==> src/sv/ont_pkg.sv <==
// ----------------------------------------------------------------------------
// Ordered name table package
// Shared types, codes and default sizes for the ordered name table unit.
// ----------------------------------------------------------------------------
package ont_pkg;

  localparam int DEPTH_DEF      = 32;
  localparam int NAME_BYTES_DEF = 9;
  localparam int POS_W          = 6;

  typedef logic [POS_W-1:0] pos_t;

  typedef enum logic [1:0] {
    CMD_CREATE = 2'd0,
    CMD_DELETE = 2'd1,
    CMD_SEARCH = 2'd2,
    CMD_LIST   = 2'd3
  } cmd_e;

  typedef enum logic [1:0] {
    STAT_OK        = 2'd0,
    STAT_NOT_FOUND = 2'd1,
    STAT_FULL      = 2'd2,
    STAT_EMPTY     = 2'd3
  } status_e;

  typedef enum logic [2:0] {
    ST_IDLE,
    ST_READ,
    ST_CHECK,
    ST_SHIFT_RD,
    ST_SHIFT_WR,
    ST_OUT
  } state_e;

  typedef struct packed {
    logic [7:0]  hi;
    logic [63:0] lo;
  } name_t;

  typedef struct packed {
    cmd_e        cmd;
    logic [63:0] name_lo;
    logic [7:0]  name_hi;
  } req_t;

  typedef struct packed {
    status_e     status;
    pos_t        position;
    logic [63:0] entry_lo;
    logic [7:0]  entry_hi;
    logic        last;
  } rsp_t;

endpackage

==> src/sv/ordered_name_table_unit.sv <==
// ----------------------------------------------------------------------------
// Ordered name table unit
// Keeps an ordered table of fixed-width names in one synchronous memory and
// serves create, delete, search and list commands one at a time.
// ----------------------------------------------------------------------------
// A command beat is taken on req while req_ready is high, which is only when
// no earlier command is still in work. Every command gives one or more beats
// on rsp; the final one has last set. List gives one beat per stored entry,
// or one STAT_EMPTY beat for an empty table. A create's result shows in
// the cycle after the command is taken. Search and delete scan the table
// through the single memory read port, with a read and a compare per entry
// visited; a delete then moves every later entry down, with a read and a
// write per entry moved. A list takes each entry through a read, a compare
// and an output beat. The registered read port puts each read in its own
// step. A stalled rsp beat simply holds, and the block waits.
// Reset empties the table at once by clearing the entry count; the memory
// itself is not swept, and entries at or beyond the count are never read.
// ----------------------------------------------------------------------------
module ordered_name_table_unit #(
  parameter int DEPTH      = ont_pkg::DEPTH_DEF,
  parameter int NAME_BYTES = ont_pkg::NAME_BYTES_DEF
) (
  input  logic          clk,
  input  logic          rst,
  input  logic          req_valid,
  output logic          req_ready,
  input  ont_pkg::req_t req,
  output logic          rsp_valid,
  input  logic          rsp_ready,
  output ont_pkg::rsp_t rsp
);

  localparam int AW    = (DEPTH > 1) ? $clog2(DEPTH) : 1;
  localparam int CNT_W = $clog2(DEPTH + 1);
  localparam logic [63:0] LO_MASK = (NAME_BYTES >= 8) ? {64{1'b1}} :
                                    ((64'd1 << (8 * NAME_BYTES)) - 64'd1);
  localparam logic [7:0]  HI_MASK = (NAME_BYTES >= 9) ? 8'hff : 8'h00;

  ont_pkg::name_t  mem [DEPTH];

  ont_pkg::state_e state, state_next;
  ont_pkg::cmd_e   cmd, cmd_next;
  ont_pkg::name_t  key, key_next;
  ont_pkg::rsp_t   res, res_next;
  ont_pkg::name_t  rd_data;
  logic [AW-1:0]    idx, idx_next;
  logic [AW-1:0]    hit, hit_next;
  logic [CNT_W-1:0] count, count_next;
  logic [CNT_W-1:0] idx_inc;
  logic             last_idx;
  logic             match;
  logic             shift_done;

  logic             mem_we;
  logic [AW-1:0]    mem_waddr;
  ont_pkg::name_t  mem_wdata;
  logic             mem_re;
  logic [AW-1:0]    mem_raddr;

  assign idx_inc    = CNT_W'(idx) + CNT_W'(1);
  assign last_idx   = (idx_inc == count);
  assign shift_done = (idx_inc == count - CNT_W'(1));
  assign match      = (rd_data == key);

  always_ff @(posedge clk) begin
    if (mem_we) begin
      mem[mem_waddr] <= mem_wdata;
    end
    if (mem_re) begin
      rd_data <= mem[mem_raddr];
    end
  end

  always_comb begin
    state_next = state;
    case (state)
      ont_pkg::ST_IDLE: begin
        if (req_valid) begin
          if (req.cmd == ont_pkg::CMD_CREATE || count == '0) begin
            state_next = ont_pkg::ST_OUT;
          end else begin
            state_next = ont_pkg::ST_READ;
          end
        end
      end
      ont_pkg::ST_READ: state_next = ont_pkg::ST_CHECK;
      ont_pkg::ST_CHECK: begin
        case (cmd)
          ont_pkg::CMD_LIST: state_next = ont_pkg::ST_OUT;
          ont_pkg::CMD_SEARCH: begin
            state_next = (match || last_idx) ? ont_pkg::ST_OUT : ont_pkg::ST_READ;
          end
          ont_pkg::CMD_DELETE: begin
            if (match) begin
              state_next = last_idx ? ont_pkg::ST_OUT : ont_pkg::ST_SHIFT_RD;
            end else begin
              state_next = last_idx ? ont_pkg::ST_OUT : ont_pkg::ST_READ;
            end
          end
          default: state_next = ont_pkg::ST_OUT;
        endcase
      end
      ont_pkg::ST_SHIFT_RD: state_next = ont_pkg::ST_SHIFT_WR;
      ont_pkg::ST_SHIFT_WR: begin
        state_next = shift_done ? ont_pkg::ST_OUT : ont_pkg::ST_SHIFT_RD;
      end
      ont_pkg::ST_OUT: begin
        if (rsp_ready) begin
          if (cmd == ont_pkg::CMD_LIST && !res.last) begin
            state_next = ont_pkg::ST_READ;
          end else begin
            state_next = ont_pkg::ST_IDLE;
          end
        end
      end
      default: state_next = ont_pkg::ST_IDLE;
    endcase
  end

  always_comb begin
    cmd_next   = cmd;
    key_next   = key;
    res_next   = res;
    idx_next   = idx;
    hit_next   = hit;
    count_next = count;
    mem_we     = 1'b0;
    mem_waddr  = idx;
    mem_wdata  = rd_data;
    mem_re     = 1'b0;
    mem_raddr  = idx;
    case (state)
      ont_pkg::ST_IDLE: begin
        if (req_valid) begin
          cmd_next    = req.cmd;
          key_next.lo = req.name_lo & LO_MASK;
          key_next.hi = req.name_hi & HI_MASK;
          idx_next    = '0;
          res_next    = '0;
          res_next.last = 1'b1;
          if (req.cmd == ont_pkg::CMD_CREATE) begin
            if (count == CNT_W'(DEPTH)) begin
              res_next.status = ont_pkg::STAT_FULL;
            end else begin
              mem_we       = 1'b1;
              mem_waddr    = AW'(count);
              mem_wdata.lo = req.name_lo & LO_MASK;
              mem_wdata.hi = req.name_hi & HI_MASK;
              count_next   = count + CNT_W'(1);
            end
          end else if (count == '0) begin
            res_next.status = (req.cmd == ont_pkg::CMD_LIST) ?
                              ont_pkg::STAT_EMPTY : ont_pkg::STAT_NOT_FOUND;
          end
        end
      end
      ont_pkg::ST_READ: begin
        mem_re = 1'b1;
      end
      ont_pkg::ST_CHECK: begin
        res_next = '0;
        case (cmd)
          ont_pkg::CMD_LIST: begin
            res_next.position = ont_pkg::pos_t'(idx_inc);
            res_next.entry_lo = rd_data.lo;
            res_next.entry_hi = rd_data.hi;
            res_next.last     = last_idx;
          end
          ont_pkg::CMD_SEARCH, ont_pkg::CMD_DELETE: begin
            res_next.last = 1'b1;
            if (match) begin
              hit_next          = idx;
              res_next.position = ont_pkg::pos_t'(idx_inc);
              if (cmd == ont_pkg::CMD_DELETE && last_idx) begin
                count_next = count - CNT_W'(1);
              end
            end else if (last_idx) begin
              res_next.status = ont_pkg::STAT_NOT_FOUND;
            end else begin
              idx_next = idx + AW'(1);
            end
          end
          default: res_next.last = 1'b1;
        endcase
      end
      ont_pkg::ST_SHIFT_RD: begin
        mem_re    = 1'b1;
        mem_raddr = AW'(idx_inc);
      end
      ont_pkg::ST_SHIFT_WR: begin
        mem_we    = 1'b1;
        mem_waddr = idx;
        mem_wdata = rd_data;
        idx_next  = idx + AW'(1);
        if (shift_done) begin
          count_next = count - CNT_W'(1);
          res_next   = '0;
          res_next.position = ont_pkg::pos_t'(CNT_W'(hit) + CNT_W'(1));
          res_next.last     = 1'b1;
        end
      end
      ont_pkg::ST_OUT: begin
        if (rsp_ready && cmd == ont_pkg::CMD_LIST && !res.last) begin
          idx_next = idx + AW'(1);
        end
      end
      default: begin
      end
    endcase
  end

  always_comb begin
    req_ready = (state == ont_pkg::ST_IDLE);
    rsp_valid = (state == ont_pkg::ST_OUT);
    rsp       = res;
  end

  always_ff @(posedge clk) begin
    if (rst) begin
      state <= ont_pkg::ST_IDLE;
      count <= '0;
    end else begin
      state <= state_next;
      count <= count_next;
    end
    cmd <= cmd_next;
    key <= key_next;
    res <= res_next;
    idx <= idx_next;
    hit <= hit_next;
  end

endmodule

==> config.mk <==
export PLATFORM = sky130hd
export DESIGN_NAME = ordered_name_table_unit
export DESIGN_NICKNAME = d
export VERILOG_FILES = /design/src/sv/ont_pkg.sv /design/src/sv/ordered_name_table_unit.sv
export SDC_FILE = /design/constraint.sdc
export NUM_CORES = 2
export LEC_CHECK = 0
export ABC_CLOCK_PERIOD_IN_PS = 9000
export BUFFER_PORTS_ARGS = -buffer_cell sky130_fd_sc_hd__buf_4
export CORE_MARGIN = 2
export CORE_UTILIZATION = 35
export DETAILED_ROUTE_END_ITERATION = 8
export GPL_ROUTABILITY_DRIVEN = 0
export PLACE_DENSITY_LB_ADDON = 0.1
export RECOVER_POWER = 100
export SYNTH_ARGS = -nofsm -noshare
export SYNTH_HDL_FRONTEND = slang
export SYNTH_SLANG_ARGS = --single-unit
==> constraint.sdc <==
create_clock -name clk -period 9 [get_ports clk]
set_clock_uncertainty 0.2 [all_clocks]
set_input_delay 0.9 -clock clk [delete_from_list [all_inputs] [get_ports clk]]
set_output_delay 0.9 -clock clk [all_outputs]
set_load 0.02 [all_outputs]
* After elaboration in Yosys (flattened, before gate mapping)
Memory sizes are Yosys's and may differ from the RTL's. A register that Yosys moved wholly into a read port is not among the register bits.
Index checks and enable logic that the tools add are counted.
** Cells by class
- Muxes and demuxes :: 55
- Add/sub/neg operators :: 5
- Bitwise logic cells :: 0
- Shift operators :: 0
- Magnitude comparators :: 0
- Multipliers :: 0
- Equality and inequality tests :: 24
- Reduce and logical (&&, ||, !) cells :: 20
- Divide/modulo/power cells :: 0
** Operators with widths (number)
- two-way mux 72 bit :: 5
- case mux 81 bit (3 select lines) :: 1
- two-way mux 81 bit :: 2
- == test 72 bit :: 1
- two-way mux 5 bit :: 10
- two-way mux 6 bit :: 8
- two-way mux 3 bit :: 8
- case mux 5 bit (4 select lines) :: 1
- case mux 3 bit (6 select lines) :: 1
- case mux 6 bit (3 select lines) :: 1
- != test 2 bit, second input constant :: 8
- adder 5 x 1 -> 6 bit, second input constant :: 2
- == test 6 bit :: 2
- case mux 6 bit (2 select lines) :: 1
- two-way mux 1 bit :: 10
- two-way mux 2 bit :: 5
- AND reduction 8 bit :: 1
- adder 6 x 1 -> 6 bit, second input constant :: 1
- == test 2 bit, second input constant :: 3
- == test 3 x 2 -> 1 bit, second input constant :: 2
- == test 3 bit, second input constant :: 2
- == test 6 bit, second input constant :: 1
- zero test 6 bit :: 1
- != test 2 x 1 -> 1 bit, second input constant :: 3
- other kinds (17) :: 24
** Storage, ports and cells
- Memory bits (writable) :: 2304
- Word-level logic and storage cells :: 117
- Input bits :: 78
- Bits in read-only memories :: 0
- Latch bits :: 0
- Output and inout port bits :: 83
- Memories kept :: 1
- Register bits after elaboration :: 174
** Memories
- mem :: depth 32, width 72, read ports 1, clocked after memory_dff 1, wr ports 1, line ordered_name_table_unit.sv:39 : ont_pkg::name_t mem [DEPTH];

* Longest topological paths before layout
- Depth after elaboration :: 7
- Depth in mapped cells :: 12
- Mapped depth without buffers :: 9

* Worst setup path before layout
No wires, ideal clock.
- Kind :: flip-flop to flip-flop
- Start :: register state[1]
- End :: memory mem[26][0] in the netlist's numbering (enable)
- Arrival time :: 6.998 ns
- Clock period less this slack :: 7.701 ns
- Setup time :: 0.503 ns
- Buffers on the path :: 3
- Stages on the path, launching flop included :: 9
- Required time :: 8.297 ns
- Slack :: 1.299 ns
- Path through :: dfxtp_1 > clkbuf_1 > nor3_1 > and2_1 > and2_1 > clkbuf_1 > clkbuf_1 > a31oi_1 > nor2_1
** Between the ends
- Cells in the longest elaborated chain, start to end :: 4
- Elaborated cells on any way between the ends :: 6
- Classes of those cells :: eq/ne: 1; mux: 4; reduce/logical: 1
** Ends and longest elaborated chain
- start, declared :: line ordered_name_table_unit.sv:41 : ont_pkg::state_e state, state_next;
- start signal, assigned :: line ordered_name_table_unit.sv:220 : state <= ont_pkg::ST_IDLE;
- start signal, assigned :: line ordered_name_table_unit.sv:223 : state <= state_next;
- zero test 3 bit (*)
- net req_ready :: line ordered_name_table_unit.sv:26 : output logic req_ready,
- case mux 1 bit (2 select lines) :: line ordered_name_table_unit.sv:132 : case (state)
- two-way mux 1 bit :: line ordered_name_table_unit.sv:66 : if (mem_we) begin
- two-way mux 1 bit (implied by the code) :: line ordered_name_table_unit.sv:67 : mem[mem_waddr] <= mem_wdata;
- end, declared :: line ordered_name_table_unit.sv:39
The timed path passes the listed nets; every way through them passes the cells marked *.

* Worst setup path after layout
- Start :: register count[0]
- End :: memory mem[6][48] in the netlist's numbering (enable)
** Between the ends
- Cells in the longest elaborated chain, start to end :: 7
- Elaborated cells on any way between the ends :: 11
- Classes of those cells :: eq/ne: 1; mux: 10
** Ends and longest elaborated chain
- start, declared :: line ordered_name_table_unit.sv:48 : logic [CNT_W-1:0] count, count_next;
- start signal, assigned :: line ordered_name_table_unit.sv:224 : count <= count_next;
- == test 6 bit :: line ordered_name_table_unit.sv:142 : if (count == CNT_W'(DEPTH)) begin
- two-way mux 1 bit :: line ordered_name_table_unit.sv:142
- two-way mux 1 bit :: line ordered_name_table_unit.sv:141 : if (req.cmd == ont_pkg::CMD_CREATE) begin
- two-way mux 1 bit :: line ordered_name_table_unit.sv:134 : if (req_valid) begin
- case mux 1 bit (2 select lines) :: line ordered_name_table_unit.sv:132
- two-way mux 1 bit :: line ordered_name_table_unit.sv:66
- two-way mux 1 bit (implied by the code) :: line ordered_name_table_unit.sv:67
Parallel ways exist; a longest one is shown, timed or not.

==> results.sh <==
export IMPL_post_route_cells_drive_above_1_share_pct=28.6
export IMPL_failed_checks="max-capacitance violations, max-slew violations"
export IMPL_die_area_sq_um=284000
export IMPL_ys_seq_elements=2550
export IMPL_power_internal_uw=26800
export IMPL_crit_path_cell_trace="inv_1 > ha_1 > or3b_2 > nor2_1 > a21boi_0 > and2_0 > buf_4 > a31oi_1 > nor2_4 > buf_4 > buf_4"
export IMPL_endpoint_kind="flop"
export IMPL_worst_path_stages=11
export IMPL_fp_dieW_microns=533
export IMPL_max_clock_path_buffers=4
export IMPL_drt_iter0_drc=3773
export IMPL_numClockSinks=2550
export IMPL_netlist_instances=4039
export IMPL_via_per_inst=5.31
export IMPL_drt_wirelength_per_cell_microns=34.0
export IMPL_tritoncts="yes"
export IMPL_ys_types=53
export IMPL_min_path_cells=2
export IMPL_layout_commonest_cell="edfxtp_1"
export IMPL_cell_area_after_placement_sq_um=104000
export IMPL_crit_path_max_incr_delay_ps=1770
export IMPL_syn2layout_area_growth_pct=15.3
export IMPL_maximum_number_of_pins_on_one_net_before_global_route_repair=130
export IMPL_min_period_over_period_pct=76.2
export IMPL_post_route_utilization_pct=40.5
export IMPL_dominant_combinational_cell_family_by_area_after_synthesis="multiplexers"
export IMPL_die_height_microns=533
export IMPL_grt_antenna_before_repair=17
export IMPL_yosys_area_share_adder_pct=0.102
export IMPL_grt_first_pass_wirelength_mm=395
export IMPL_drcViolationCount=0
export IMPL_worst_slew_pin_transition_ps=3440
export IMPL_power_frac_clock_pct=28.7
export IMPL_final_cell_mix="edfxtp_1 (2,541), mux4_2 (720), clkbuf_16 (292), clkbuf_1 (229), mux2_2 (78)"
export IMPL_muxShareOfSynthArea_pct=18.3
export IMPL_max_freq_mhz=146
export IMPL_rows=194
export IMPL_worst_path_most_repeated_cell="buf_4"
export IMPL_insertion_delay_ps=910
export IMPL_max_cap_violations=25
export IMPL_p_sw_uw=12800
export IMPL_rsz_0062_raised_after_global_routing="no"
export IMPL_design_area_sq_um=113000
export IMPL_core_sq_um=279000
export IMPL_per_instance_average_area_after_synthesis_sq_um=24.3
export IMPL_synth_compound_area_share_pct=0.345
export IMPL_synth_yosys_warnings=0
export IMPL_power_static_leakage_uw=0.0350
export IMPL_layout_nets=4519
export IMPL_groute_usage_overall_pct=20.0
export IMPL_status="finished with violations"
export IMPL_grt_overflow_total=0
export IMPL_timing_slew_headroom_pct=-129
export IMPL_power_per_cell_area_nw_per_um2=350
export IMPL_setup_viol=0
export IMPL_port_buffer_count=160
export IMPL_cts_root_buf="clkbuf_16"
export IMPL_synth_sequential_area_ratio_pct=78.1
export IMPL_sw_frac_of_total_pct=32.3
export IMPL_postSynth_topFlopCell="edfxtp_1"
export IMPL_critical_path_buf_inv_count=4
export IMPL_residual_antenna_violating_net_count_after_detailed_routing=0
export IMPL_ff2ff_path_depth=11
export IMPL_power_share_of_the_combinational_group_pct=30.4
export IMPL_setup_total_negative_slack_ps=0
export IMPL_seq_power_share_pct=40.9
export IMPL_io_pins=161
export IMPL_cts_made_buffers=289
export IMPL_synth_xor_area_share_pct=0.830
export IMPL_critical_path_arrival_ps=7170
export IMPL_power_ir_vdd_worst_uv=257
export IMPL_synth_fp_nets=4125
export IMPL_post_cts_resized_instances=0
export IMPL_critical_path_slowest_cell="and2_0"
export IMPL_period_minus_slack_ps=6860
export IMPL_detailed_place_hpwl_mm=171
export IMPL_post_route_worst_setup_slack_ps=2140
export IMPL_report_final_hold_viol_count=0
export IMPL_post_layout_total_power_uw=39600
export IMPL_route_vias_total=44500
export IMPL_via_count_of_the_first_global_routing_pass=45800
export IMPL_timing_worst_setup_path_type="flop to flop"
export IMPL_critical_path_startpoint_type="flop"
export IMPL_worst_hold_check_path_type="input pin to flop"
export IMPL_initial_util_pct=35.1
export IMPL_synthSimpleGateAreaFrac_pct=1.34
export IMPL_synth_enable_flop_cells=2541
export IMPL_synthesis_area_sq_um=98000
export IMPL_detail_route_wirelength_mm=285
export IMPL_cp_max_fo=42
export IMPL_preCtsSetupSlack_ps=3330
export IMPL_cpLargestDelayFamily="buffers and inverters"
export IMPL_post_synth_arst_share_pct=0
export IMPL_timing_max_transition_violations_final=929
export IMPL_critical_path_required_ps=9310
export IMPL_cts_reportedPaths_clkPinSlew_ps=60
export IMPL_firstDrtPassIters=6
export IMPL_ctsHtreeMaxLevel=5
==> power groups by stage <==
stage / clock network [uW] / logic [uW] / registers, uW
after global placement: 0 / 12700 / 16400
after global routing: 12100 / 12800 / 16300
after CTS: 11700 / 12800 / 16200
after floorplan: 0 / 7520 / 16200
final: 11400 / 12000 / 16200
after detailed placement: 0 / 12700 / 16400
==> per-stage QoR <==
step           hold WS (ps)  instances
2_1_floorplan           251       4039
3_3_place_gp            421       7825
3_5_place_dp            410       7825
4_1_cts                4.14       8374
5_1_grt                 117       8384
6_report                135       8393
==> layer usage <==
metal	global-route usage [%]	vias to the layer above	wire, microns
li1	-	18200	-
met2	34.4	1109	147000
met3	2.17	351	12000
met1	26.8	24900	118000
met4	5.56	0	7990
met5	0	-	0
==> layout make-up <==
type	count	area (sq um)
antenna	19	47.5
sequential	2550	76500
fill	24500	166000
clock buffer	366	7610
clock inverter	142	1400
multi-input combinational	1271	20800
timing repair buffer	309	1960
tap	3724	4660
inverter	12	45.0
==> final timing paths <==
path          startpoint          to  slack, ps
max             count[0]  mem[6][48]       2140
min                  rst    state[0]        130
min reg2reg  rd_data[61]     rsp[70]        420
max reg2reg     count[0]  mem[6][48]       2140
==> cells in the mapped netlist (4+ instances only) <==
cell type  instances  share of area, %
edfxtp_1        2541                78
nor3b_1            4             0.031
a31oi_1            9             0.057
and3_1            77              0.49
nor3_1             9             0.046
clkbuf_1          73              0.28
xor2_1            54              0.48
a211oi_1           6             0.046
mux2_2           151               1.7
and2_1             4             0.026
nor4_1            16              0.10
inv_1             11             0.042
nand3_1           11             0.056
mux4_2           720                17
buf_2            117              0.60
dfxtp_1            9              0.18
buf_1             14             0.054
nor2b_1            4             0.026
a21oi_1           10             0.051
o22ai_1            4             0.026
mux2i_1            5             0.051
nand4_1           14             0.089
o21ai_0            7             0.036
nand2_1           17             0.065
nor2_1            74              0.28
xnor2_1           37              0.33
ha_1               8              0.10
==> state kept, by name (all words and copies together), names as in the netlist <==
register and cells:
hit 5, cmd 2, rsp 81, count 6
mem 2304, rd_data 72, key 72, idx 5
state 3
==> cell families (layout without fill, tap and decap cells) <==
family / count (synthesis) / count (layout)
fa+ha+maj: 8 / 8
simple gates: 244 / 244
flops: 2550 / 2550
buf+inv: 218 / 829
mux: 876 / 876
compound gates: 51 / 51
xor+xnor: 92 / 92
other cells: 0 / 19
==> timing repair <==
| item | 4_1_cts | 5_1_grt |
|---|---|---|
| hold endpoints to repair | 41 | 0 |
| endpoints found under the setup margin | 0 | 0 |
| setup buffers | 0 | 0 |
| hold buffers | 41 | 0 |
Note: power is estimated with default switching activity, not from simulation.
